File: config.mk
export PLATFORM = sky130hd
export DESIGN_NAME = gyro_tilt_gesture_detector
export DESIGN_NICKNAME = d
export VERILOG_FILES = /design/src/design/gtg_pkg.sv /design/src/design/gtg_cfg_regs.sv /design/src/design/gtg_axis_sel.sv /design/src/design/gtg_engine.sv /design/src/design/gyro_tilt_gesture_detector.sv
export SDC_FILE = /design/constraint.sdc
export NUM_CORES = 1
export LEC_CHECK = 0
export ABC_CLOCK_PERIOD_IN_PS = 4700
export BUFFER_PORTS_ARGS = -buffer_cell sky130_fd_sc_hd__buf_2
export CAP_MARGIN = 40
export CORE_MARGIN = 2
export CORE_UTILIZATION = 39
export CTS_CLUSTER_SIZE = 30
export DETAILED_ROUTE_END_ITERATION = 8
export SLEW_MARGIN = 15
export SYNTH_ARGS = -nofsm -noshare
export SYNTH_HDL_FRONTEND = slang
export SYNTH_SLANG_ARGS = --single-unit
File: constraint.sdc
create_clock -name clk -period 4.7 [get_ports clk]
set_clock_uncertainty 0.15 [all_clocks]
set_input_delay 0.235 -clock clk [delete_from_list [all_inputs] [get_ports clk]]
set_output_delay 0.235 -clock clk [all_outputs]
set_load 0.005 [all_outputs]
File: src/design/gtg_pkg.sv
`timescale 1ns / 1ps
`default_nettype none
// ----------------------------------------------------------------------------
// gtg_pkg
// Shared types and constants for the gyro tilt gesture detector.
// ----------------------------------------------------------------------------
package gtg_pkg;

	typedef enum logic [1:0] {
		CMD_TICK   = 2'd0,
		CMD_UPDATE = 2'd1,
		CMD_READ   = 2'd2
	} cmd_t;

	typedef enum logic [1:0] {
		REQ_NONE  = 2'd0,
		REQ_WAKE  = 2'd1,
		REQ_SLEEP = 2'd2
	} req_t;

	typedef enum logic [1:0] {
		MODE_OFF      = 2'd0,
		MODE_NORMAL   = 2'd1,
		MODE_INVERTED = 2'd2
	} mode_t;

	typedef enum logic [2:0] {
		ORIENT_PORTRAIT   = 3'd0,
		ORIENT_INVERTED   = 3'd1,
		ORIENT_LAND_CW    = 3'd2,
		ORIENT_LAND_CCW   = 3'd3
	} orient_t;

	typedef enum logic [2:0] {
		REG_SENSOR_PRESENT = 3'd0,
		REG_TILT_MODE      = 3'd1,
		REG_ORIENTATION    = 3'd2,
		REG_RATE_THRESHOLD = 3'd3,
		REG_NEUTRAL_RATE   = 3'd4,
		REG_TRIG_HOLDOFF   = 3'd5,
		REG_POLL_INTERVAL  = 3'd6,
		REG_WAKE_SETTLE    = 3'd7
	} reg_idx_t;

	localparam int unsigned CFG_DATA_W = 16;

	localparam logic        RST_SENSOR_PRESENT = 1'b1;
	localparam logic [1:0]  RST_TILT_MODE      = 2'd0;
	localparam logic [2:0]  RST_ORIENTATION    = 3'd0;
	localparam logic [14:0] RST_RATE_THRESHOLD = 15'd6400;
	localparam logic [14:0] RST_NEUTRAL_RATE   = 15'd1280;
	localparam logic [15:0] RST_TRIG_HOLDOFF   = 16'd500;
	localparam logic [15:0] RST_POLL_INTERVAL  = 16'd50;
	localparam logic [15:0] RST_WAKE_SETTLE    = 16'd200;

	typedef struct packed {
		logic        sensor_present;
		logic [1:0]  tilt_mode;
		logic [2:0]  orientation;
		logic [14:0] rate_threshold;
		logic [14:0] neutral_rate;
		logic [15:0] trig_holdoff;
		logic [15:0] poll_gap;
		logic [15:0] wake_settle_ms;
	} cfg_t;

	typedef struct packed {
		logic [1:0]  command;
		logic        in_reader;
		logic        sample_ok;
		logic        write_ok;
		logic [15:0] rate_x;
		logic [15:0] rate_y;
	} item_t;

	typedef struct packed {
		logic forward_event;
		logic back_event;
		logic activity;
		req_t sensor_request;
		logic awake;
		logic tilt_held;
	} res_t;

endpackage
`default_nettype wire

File: src/design/gtg_cfg_regs.sv
`timescale 1ns / 1ps
`default_nettype none
// ----------------------------------------------------------------------------
// gtg_cfg_regs
// Configuration register file, written through a plain index/data port.
// ----------------------------------------------------------------------------
module gtg_cfg_regs (
	input  wire logic                           clk,
	input  wire logic                           arst_n,
	input  wire logic                           cfg_wr_en,
	input  wire logic [2:0]                     cfg_index,
	input  wire logic [gtg_pkg::CFG_DATA_W-1:0] cfg_data,
	output gtg_pkg::cfg_t                       cfg
);
	import gtg_pkg::*;

	cfg_t cfg_q;

	always_ff @(posedge clk or negedge arst_n) begin
		if (!arst_n) begin
			cfg_q.sensor_present   <= RST_SENSOR_PRESENT;
			cfg_q.tilt_mode        <= RST_TILT_MODE;
			cfg_q.orientation      <= RST_ORIENTATION;
			cfg_q.rate_threshold   <= RST_RATE_THRESHOLD;
			cfg_q.neutral_rate     <= RST_NEUTRAL_RATE;
			cfg_q.trig_holdoff     <= RST_TRIG_HOLDOFF;
			cfg_q.poll_gap         <= RST_POLL_INTERVAL;
			cfg_q.wake_settle_ms   <= RST_WAKE_SETTLE;
		end else if (cfg_wr_en) begin
			unique case (reg_idx_t'(cfg_index))
				REG_SENSOR_PRESENT: cfg_q.sensor_present   <= cfg_data[0];
				REG_TILT_MODE:      cfg_q.tilt_mode        <= cfg_data[1:0];
				REG_ORIENTATION:    cfg_q.orientation      <= cfg_data[2:0];
				REG_RATE_THRESHOLD: cfg_q.rate_threshold   <= cfg_data[14:0];
				REG_NEUTRAL_RATE:   cfg_q.neutral_rate     <= cfg_data[14:0];
				REG_TRIG_HOLDOFF:   cfg_q.trig_holdoff     <= cfg_data;
				REG_POLL_INTERVAL:  cfg_q.poll_gap         <= cfg_data;
				REG_WAKE_SETTLE:    cfg_q.wake_settle_ms   <= cfg_data;
			endcase
		end
	end

	assign cfg = cfg_q;

endmodule
`default_nettype wire

File: src/design/gtg_axis_sel.sv
`timescale 1ns / 1ps
`default_nettype none
// ----------------------------------------------------------------------------
// gtg_axis_sel
// Picks the gyro axis for page turning and signs it by orientation and mode.
// ----------------------------------------------------------------------------
module gtg_axis_sel (
	input  wire logic [2:0]         orientation,
	input  wire logic               inv,
	input  wire logic signed [15:0] rate_x,
	input  wire logic signed [15:0] rate_y,
	output logic signed [16:0]      axis
);
	import gtg_pkg::*;

	logic signed [16:0] gx;
	logic signed [16:0] gy;

	// Seventeen bits keep the negation of the most negative sample exact.
	assign gx = 17'(rate_x);
	assign gy = 17'(rate_y);

	always_comb begin
		case (orientation)
			ORIENT_PORTRAIT: axis = inv ? -gx : gx;
			ORIENT_INVERTED: axis = inv ? gx : -gx;
			ORIENT_LAND_CW:  axis = inv ? gy : -gy;
			ORIENT_LAND_CCW: axis = inv ? -gy : gy;
			default:         axis = gx;
		endcase
	end

endmodule
`default_nettype wire

File: src/design/gtg_engine.sv
`timescale 1ns / 1ps
`default_nettype none
// ----------------------------------------------------------------------------
// gtg_engine
// Timekeeping, wake/sleep sequencing, poll gating and tilt detection state.
// ----------------------------------------------------------------------------
module gtg_engine #(
	parameter int unsigned SLEEP_SETTLE_MS = 100
) (
	input  wire logic           clk,
	input  wire logic           arst_n,
	input  wire logic           fire,
	input  wire gtg_pkg::item_t item,
	input  wire gtg_pkg::cfg_t  cfg,
	output gtg_pkg::res_t       res
);
	import gtg_pkg::*;

	localparam logic [31:0] SETTLE = 32'(SLEEP_SETTLE_MS);

	logic [31:0] time_q, sleep_q, wake_q, poll_q, tilt_q;
	logic [31:0] time_d, sleep_d, wake_d, poll_d, tilt_d;
	logic        awake_q, awake_d, hold_q, hold_d;
	logic [2:0]  pend_q, pend_d;

	logic        active, inv;
	logic [31:0] d_sleep, d_wake, d_poll, d_tilt;
	logic signed [16:0] axis, mag, thr, neg_thr, neutral;
	req_t        req;
	logic [2:0]  shown;

	assign active  = (cfg.tilt_mode != MODE_OFF) && item.in_reader;
	assign inv     = (cfg.tilt_mode == MODE_INVERTED);
	assign d_sleep = time_q - sleep_q;
	assign d_wake  = time_q - wake_q;
	assign d_poll  = time_q - poll_q;
	assign d_tilt  = time_q - tilt_q;

	gtg_axis_sel u_axis (
		.orientation (cfg.orientation),
		.inv         (inv),
		.rate_x      ($signed(item.rate_x)),
		.rate_y      ($signed(item.rate_y)),
		.axis        (axis)
	);

	assign mag     = axis[16] ? -axis : axis;
	assign thr     = $signed({2'b00, cfg.rate_threshold});
	assign neg_thr = -thr;
	assign neutral = $signed({2'b00, cfg.neutral_rate});

	always_comb begin
		time_d  = time_q;
		sleep_d = sleep_q;
		wake_d  = wake_q;
		poll_d  = poll_q;
		tilt_d  = tilt_q;
		awake_d = awake_q;
		hold_d  = hold_q;
		pend_d  = pend_q;
		req     = REQ_NONE;
		unique case (cmd_t'(item.command))
			CMD_TICK: begin
				time_d = time_q + 32'd1;
			end
			CMD_UPDATE: begin
				if (cfg.sensor_present) begin
					if (active && !awake_q) begin
						if (d_sleep >= SETTLE) begin
							req = REQ_WAKE;
							if (item.write_ok) begin
								poll_d  = time_q;
								tilt_d  = time_q;
								wake_d  = time_q;
								awake_d = 1'b1;
							end
						end
					end else if (!active && awake_q) begin
						if (d_wake >= SETTLE) begin
							req = REQ_SLEEP;
							if (item.write_ok) begin
								pend_d  = '0;
								hold_d  = 1'b0;
								sleep_d = time_q;
								awake_d = 1'b0;
							end
						end
					end else if (active) begin
						if (d_wake >= 32'(cfg.wake_settle_ms) &&
								d_poll >= 32'(cfg.poll_gap)) begin
							poll_d = time_q;
							if (item.sample_ok) begin
								if (hold_q) begin
									if (mag < neutral) hold_d = 1'b0;
								end else if (d_tilt >= 32'(cfg.trig_holdoff)) begin
									// Bit 0 forward, bit 1 back, bit 2 activity.
									if (axis > thr) begin
										pend_d = pend_q | 3'b101;
										hold_d = 1'b1;
										tilt_d = time_q;
									end else if (axis < neg_thr) begin
										pend_d = pend_q | 3'b110;
										hold_d = 1'b1;
										tilt_d = time_q;
									end
								end
							end
						end
					end
				end
			end
			CMD_READ: begin
				pend_d = '0;
			end
			default: begin
			end
		endcase
	end

	// A read shows the flags as they were before clearing.
	assign shown = (cmd_t'(item.command) == CMD_READ) ? pend_q : pend_d;

	always_ff @(posedge clk or negedge arst_n) begin
		if (!arst_n) begin
			time_q  <= '0;
			sleep_q <= '0;
			wake_q  <= '0;
			poll_q  <= '0;
			tilt_q  <= '0;
			awake_q <= 1'b0;
			hold_q  <= 1'b0;
			pend_q  <= '0;
		end else if (fire) begin
			time_q  <= time_d;
			sleep_q <= sleep_d;
			wake_q  <= wake_d;
			poll_q  <= poll_d;
			tilt_q  <= tilt_d;
			awake_q <= awake_d;
			hold_q  <= hold_d;
			pend_q  <= pend_d;
		end
	end

	always_comb begin
		res.forward_event  = shown[0];
		res.back_event     = shown[1];
		res.activity       = shown[2];
		res.sensor_request = req;
		res.awake          = awake_d;
		res.tilt_held      = hold_d;
	end

endmodule
`default_nettype wire

File: src/design/gyro_tilt_gesture_detector.sv
`timescale 1ns / 1ps
`default_nettype none
// ----------------------------------------------------------------------------
// gyro_tilt_gesture_detector
// Gyro rate threshold gesture detector with hysteresis, cooldown, poll gating
// and wake/sleep sequencing, one result transaction per input transaction.
// ----------------------------------------------------------------------------
// Path: an accepted input transaction is held in the input register, then its
// result is valid once it is loaded into the result register.
// Throughput: one transaction per cycle unless stalled; state is updated as
// an item leaves the input register, so each item sees the prior one's state.
// Reset: arst_n clears time, stamps, flags and handshake state at once and
// loads the configuration registers with their default values.
module gyro_tilt_gesture_detector #(
	parameter int unsigned SLEEP_SETTLE_MS = 100
) (
	input  wire logic                           clk,
	input  wire logic                           arst_n,
	input  wire logic                           cfg_wr_en,
	input  wire logic [2:0]                     cfg_index,
	input  wire logic [gtg_pkg::CFG_DATA_W-1:0] cfg_data,
	input  wire logic                           in_valid,
	output logic                                in_stall,
	input  wire logic [1:0]                     command,
	input  wire logic                           in_reader,
	input  wire logic                           sample_ok,
	input  wire logic                           write_ok,
	input  wire logic signed [15:0]             rate_x,
	input  wire logic signed [15:0]             rate_y,
	output logic                                out_valid,
	input  wire logic                           out_stall,
	output logic                                forward_event,
	output logic                                back_event,
	output logic                                activity,
	output logic [1:0]                          sensor_request,
	output logic                                awake,
	output logic                                tilt_held
);
	import gtg_pkg::*;

	cfg_t  cfg;
	item_t item_s1;
	logic  valid_s1;
	res_t  res;
	res_t  res_s2;
	logic  valid_s2;
	logic  out_free;
	logic  adv;
	logic  in_take;

	gtg_cfg_regs u_cfg (
		.clk       (clk),
		.arst_n    (arst_n),
		.cfg_wr_en (cfg_wr_en),
		.cfg_index (cfg_index),
		.cfg_data  (cfg_data),
		.cfg       (cfg)
	);

	assign out_free = !valid_s2 || !out_stall;
	assign adv      = valid_s1 && out_free;
	assign in_stall = valid_s1 && !out_free;
	assign in_take  = in_valid && !in_stall;

	always_ff @(posedge clk or negedge arst_n) begin
		if (!arst_n) begin
			valid_s1 <= 1'b0;
			valid_s2 <= 1'b0;
		end else begin
			if (in_take) valid_s1 <= 1'b1;
			else if (adv) valid_s1 <= 1'b0;
			if (adv) valid_s2 <= 1'b1;
			else if (!out_stall) valid_s2 <= 1'b0;
		end
	end

	always_ff @(posedge clk) begin
		if (in_take) begin
			item_s1.command   <= command;
			item_s1.in_reader <= in_reader;
			item_s1.sample_ok <= sample_ok;
			item_s1.write_ok  <= write_ok;
			item_s1.rate_x    <= rate_x;
			item_s1.rate_y    <= rate_y;
		end
		if (adv) res_s2 <= res;
	end

	gtg_engine #(
		.SLEEP_SETTLE_MS (SLEEP_SETTLE_MS)
	) u_engine (
		.clk    (clk),
		.arst_n (arst_n),
		.fire   (adv),
		.item   (item_s1),
		.cfg    (cfg),
		.res    (res)
	);

	assign out_valid      = valid_s2;
	assign forward_event  = res_s2.forward_event;
	assign back_event     = res_s2.back_event;
	assign activity       = res_s2.activity;
	assign sensor_request = res_s2.sensor_request;
	assign awake          = res_s2.awake;
	assign tilt_held      = res_s2.tilt_held;

	// A held tilt is only possible while the sensor is awake.
	a_hold_awake: assert property (@(posedge clk) disable iff (!arst_n)
		out_valid && tilt_held |-> awake)
		else $error("tilt held while asleep");

	// Every direction event carries the activity mark.
	a_event_act: assert property (@(posedge clk) disable iff (!arst_n)
		out_valid && (forward_event || back_event) |-> activity)
		else $error("direction event without activity");

	// An empty result register never holds back the input side.
	a_no_stall_empty: assert property (@(posedge clk) disable iff (!arst_n)
		!out_valid |-> !in_stall)
		else $error("input stalled with empty result register");

endmodule
`default_nettype wire
==> metrics.md <==
| Metric | Value |
|---|---|
| Outcome | `complete, but fails checks` |
| Failing checks | `setup timing` |
| Measured slew at the worst slew-check pin | `803.9 ps` |
| GP Congestion | `0.9149` |
| Largest net degree at the start of global routing | `89` |
| Die Ht | `246.2 um` |
| H-tree Lvls | `2` |
| Static Leak | `14.26 nW` |
| Synth Cell Area | `22,880 um^2` |
| GR Layer Usage met3 | `2.658%` |
| # DRC | `0` |
| MaxCap Viol Count | `0` |
| R2R setup slack | `-660 ps` |
| Busiest layer in global routing | `met2` |
| Initial Util | `39.57%` |
| YS warnings | `0` |
| Unrepaired setup endpoints after global routing | `yes` |
| Share of the synthesized area in the top cell type | `25.49%` |
| Max Slew Vio Count | `0` |
| Fin util | `51.39%` |
| Inst Count DP | `3,663` |
| Full die area | `60,610 um^2` |
| Area contributors post-synth | `dfrtp_1, ha_1, mux2_2` |
| Routing usage on met2 | `39.22%` |
| Arrival @ worst endpoint | `5640 ps` |
| Syn_nets | `2,826` |
| Setup ws final | `-662.5 ps` |
| Die width | `246.2 um` |
| Yosys top cell by area | `dfrtp_1` |
| GRT met1 Usage | `32.80%` |
| Cells after synthesis | `2,537` |
| Overflow after GRT | `0` |
| Antenna diode count | `0` |
| CP Launch Type | `flip-flop` |
| P per Cell Area | `464.2 nW/um^2` |
| Final min period | `5362 ps` |
| Routed vias/inst | `5.503` |
| Row count | `88` |
| Final hold vios | `0` |
| Fmax | `0.1865 GHz` |
| Crit path max fanout | `8` |
| Tot GR Track Use | `23.90%` |
| WL final | `73,560 um` |
| Routed via count | `21,130` |
| Initial DRC count | `1,437` |
| Clock Sink Count | `295` |
| Routed Antenna Nets | `0` |
| Worst Setup End Kind | `flip-flop` |
| Post-DP HPWL | `55,220 um` |
| Core area | `57,810 um^2` |
| Synth cell types | `88` |
| Worst path required time | `4980 ps` |
| EDFF count, synth | `44` |
| Final Cycle Share | `114.1%` |
| # IOs | `70` |
| Placement Cell Area | `26,930 um^2` |
| Hold WC Path Type | `in -> async` |
| Ys flop type | `dfrtp_1` |
| PortBufs | `69` |
| Wire length per cell | `19.16 um` |
| Peak VDD IR | `0.0003555 V` |
| Final Non-Filler Cells | `3,840` |
| Seq/Total Area, Yosys | `33.33%` |
| Number of global-route vias before repair | `20,830` |
| # nets final | `3,334` |
| Share of cells above drive strength 1 | `26.93%` |
| Clock Pin Slew Worst Setup and Hold Paths | `60 ps` |
| Final setup viols | `102` |
| First-pass GRT wire length | `114,700 um` |
| Crit Path Class | `reg -> reg` |
| Setup TNS | `-42,740 ps` |
| Longest Clk Path Bufs | `3` |
| Detailed-router iteration count before antenna repair | `5` |
| Avg Cell Area, Syn | `9.017 um^2` |
| Clock Latency Late Sink | `570 ps` |
| Worst relative slew slack | `46.41%` |
| Syn-to-layout area delta | `29.85%` |
| Post-route cell area | `29,700 um^2` |
| CTS root buffer | `clkbuf_16` |
| Synth Register Bits | `295` |
| Initial antenna violation count | `0` |
| Num CTS Buffers | `38` |
| CTS tree | `done` |
| Hold Slack | `165.6 ps` |
| FFs w/ async S/R, synth | `85.08%` |
==> flip-flops by register name, summed over array words and instances, names as in the netlist, 2 cells and up <==
signal,count
u_cfg.cfg,84
item_s1,37
u_engine.poll_q,32
u_engine.sleep_q,32
u_engine.tilt_q,32
u_engine.time_q,32
u_engine.wake_q,32
u_engine.pend_q,3
sensor_request,2
==> repair_timing <==
action,in CTS,in global routing
hold endpoints to repair,205,0
gates resized for setup,45,55
setup endpoints to repair,107,137
setup buffers,16,18
cloned,4,4
hold buffers,65,0
pin swaps,22,18
==> per-stage QoR <==
stage	worst slack [ps]	total power, mW
4_1_cts	-675.5	13.46
3_5_place_dp	-1512	10.14
5_1_grt	-886.4	14.76
2_1_floorplan	-167.3	7.565
6_report	-662.5	13.79
3_3_place_gp	-1102	9.958
==> final cells by class <==
type / count / area, um^2
Clock buffer: 55 / 1055
Tap cell: 765 / 957.2
Inverter: 253 / 954.7
Multi-Input combinational cell: 1913 / 14580
Clock inverter: 15 / 156.4
Sequential cell: 295 / 7627
Timing Repair Buffer: 544 / 4378
Fill cell: 5337 / 28100
==> logic make-up after synthesis <==
family                     count (synthesis)  share of synthesized area [%]
AOI/OAI and AO/OA                        679                          19.01
and+or+nand+nor                          673                          14.44
buffers and inverters                    332                          5.612
DFF                                      295                          33.33
adders and majority gates                228                          12.60
muxes                                    191                          9.687
xor gates and xnor gates                 139                          5.322
==> synth_stat cells, drive strengths merged (6+ instances only) <==
cell,count
o21ai,174
a211oi,21
a21boi,6
a2111oi,9
a31oi,32
a221oi,11
o21a,29
mux2,162
nor2,135
inv,253
nand2,227
nand3,40
and3,22
nor4,15
nand3b,12
o2111ai,12
o21bai,13
dfstp,18
dfrtp,233
or2,14
mux2i,29
xor2,54
ha,224
or4,7
nor3,48
clkbuf,63
nand4,45
o22ai,7
or3,18
a21o,50
o211ai,31
buf,16
nor3b,10
o31a,8
nor2b,22
o31ai,19
and2,8
nand2b,34
a21oi,190
xnor2,85
o221ai,10
edfxtp,44
==> path summary, 6_finish.rpt <==
| kind | start | to | cells past startpoint |
|---|---|---|---|
| setup / recovery | u_engine.time_q[0] | u_engine.tilt_q[24] | 23 |
| hold / removal | arst_n | u_cfg.cfg[70] | 2 |
| setup reg to reg | u_engine.time_q[0] | u_engine.tilt_q[24] | 23 |
| hold reg to reg | u_engine.poll_q[12] | u_engine.poll_q[12] | 1 |
| max in group asynchronous | arst_n | u_engine.poll_q[29] | 3 |
| min in group clk | rate_x[11] | item_s1[27] | 2 |
==> critical path, cell delays in order, from the launching register on <==
cell and delay (ps):
dfrtp_2 420, inv_4 70, buf_6 110, ha_4 120, inv_2 30, fa_2 340, a211oi_2 260, o21ai_2 100
o211ai_2 260, o21ai_1 130, xor2_1 160, ha_1 290, and4_4 200, a2111oi_4 350, o2111ai_2 160, nor4_1 190
o221ai_1 160, nor4_1 190, nand4_1 200, nor3_4 250, a311oi_2 160, o2111a_2 260, a21o_4 340, mux2_4 320
==> metal layers <==
layer  part of all wire, %  vias to the layer above
met3                   4.8                      112
met4                   2.9                        0
met1                    46                    10290
met2                    46                      550
li1                      -                    10190
met5                     0                        -
==> layout by cell type, fill, tap and decap left out, types with 49 or more instances in the layout <==
master,n
a21o_1,49
a21oi_1,177
xor2_1,54
dfrtp_1,231
nor2_1,134
dlygate4sd3_1,65
o21ai_0,153
buf_2,68
inv_1,248
buf_4,381
ha_1,216
xnor2_1,85
nand2_1,227
mux2_2,111
mux2_4,51
==> power breakdown <==
part	total [mW]	switching [mW]	internal (mW)
logic	7.78	3.99	3.80
clock network	2.88	1.20	1.68
registers	3.12	0.184	2.94
(Power assumes the default switching activity.)
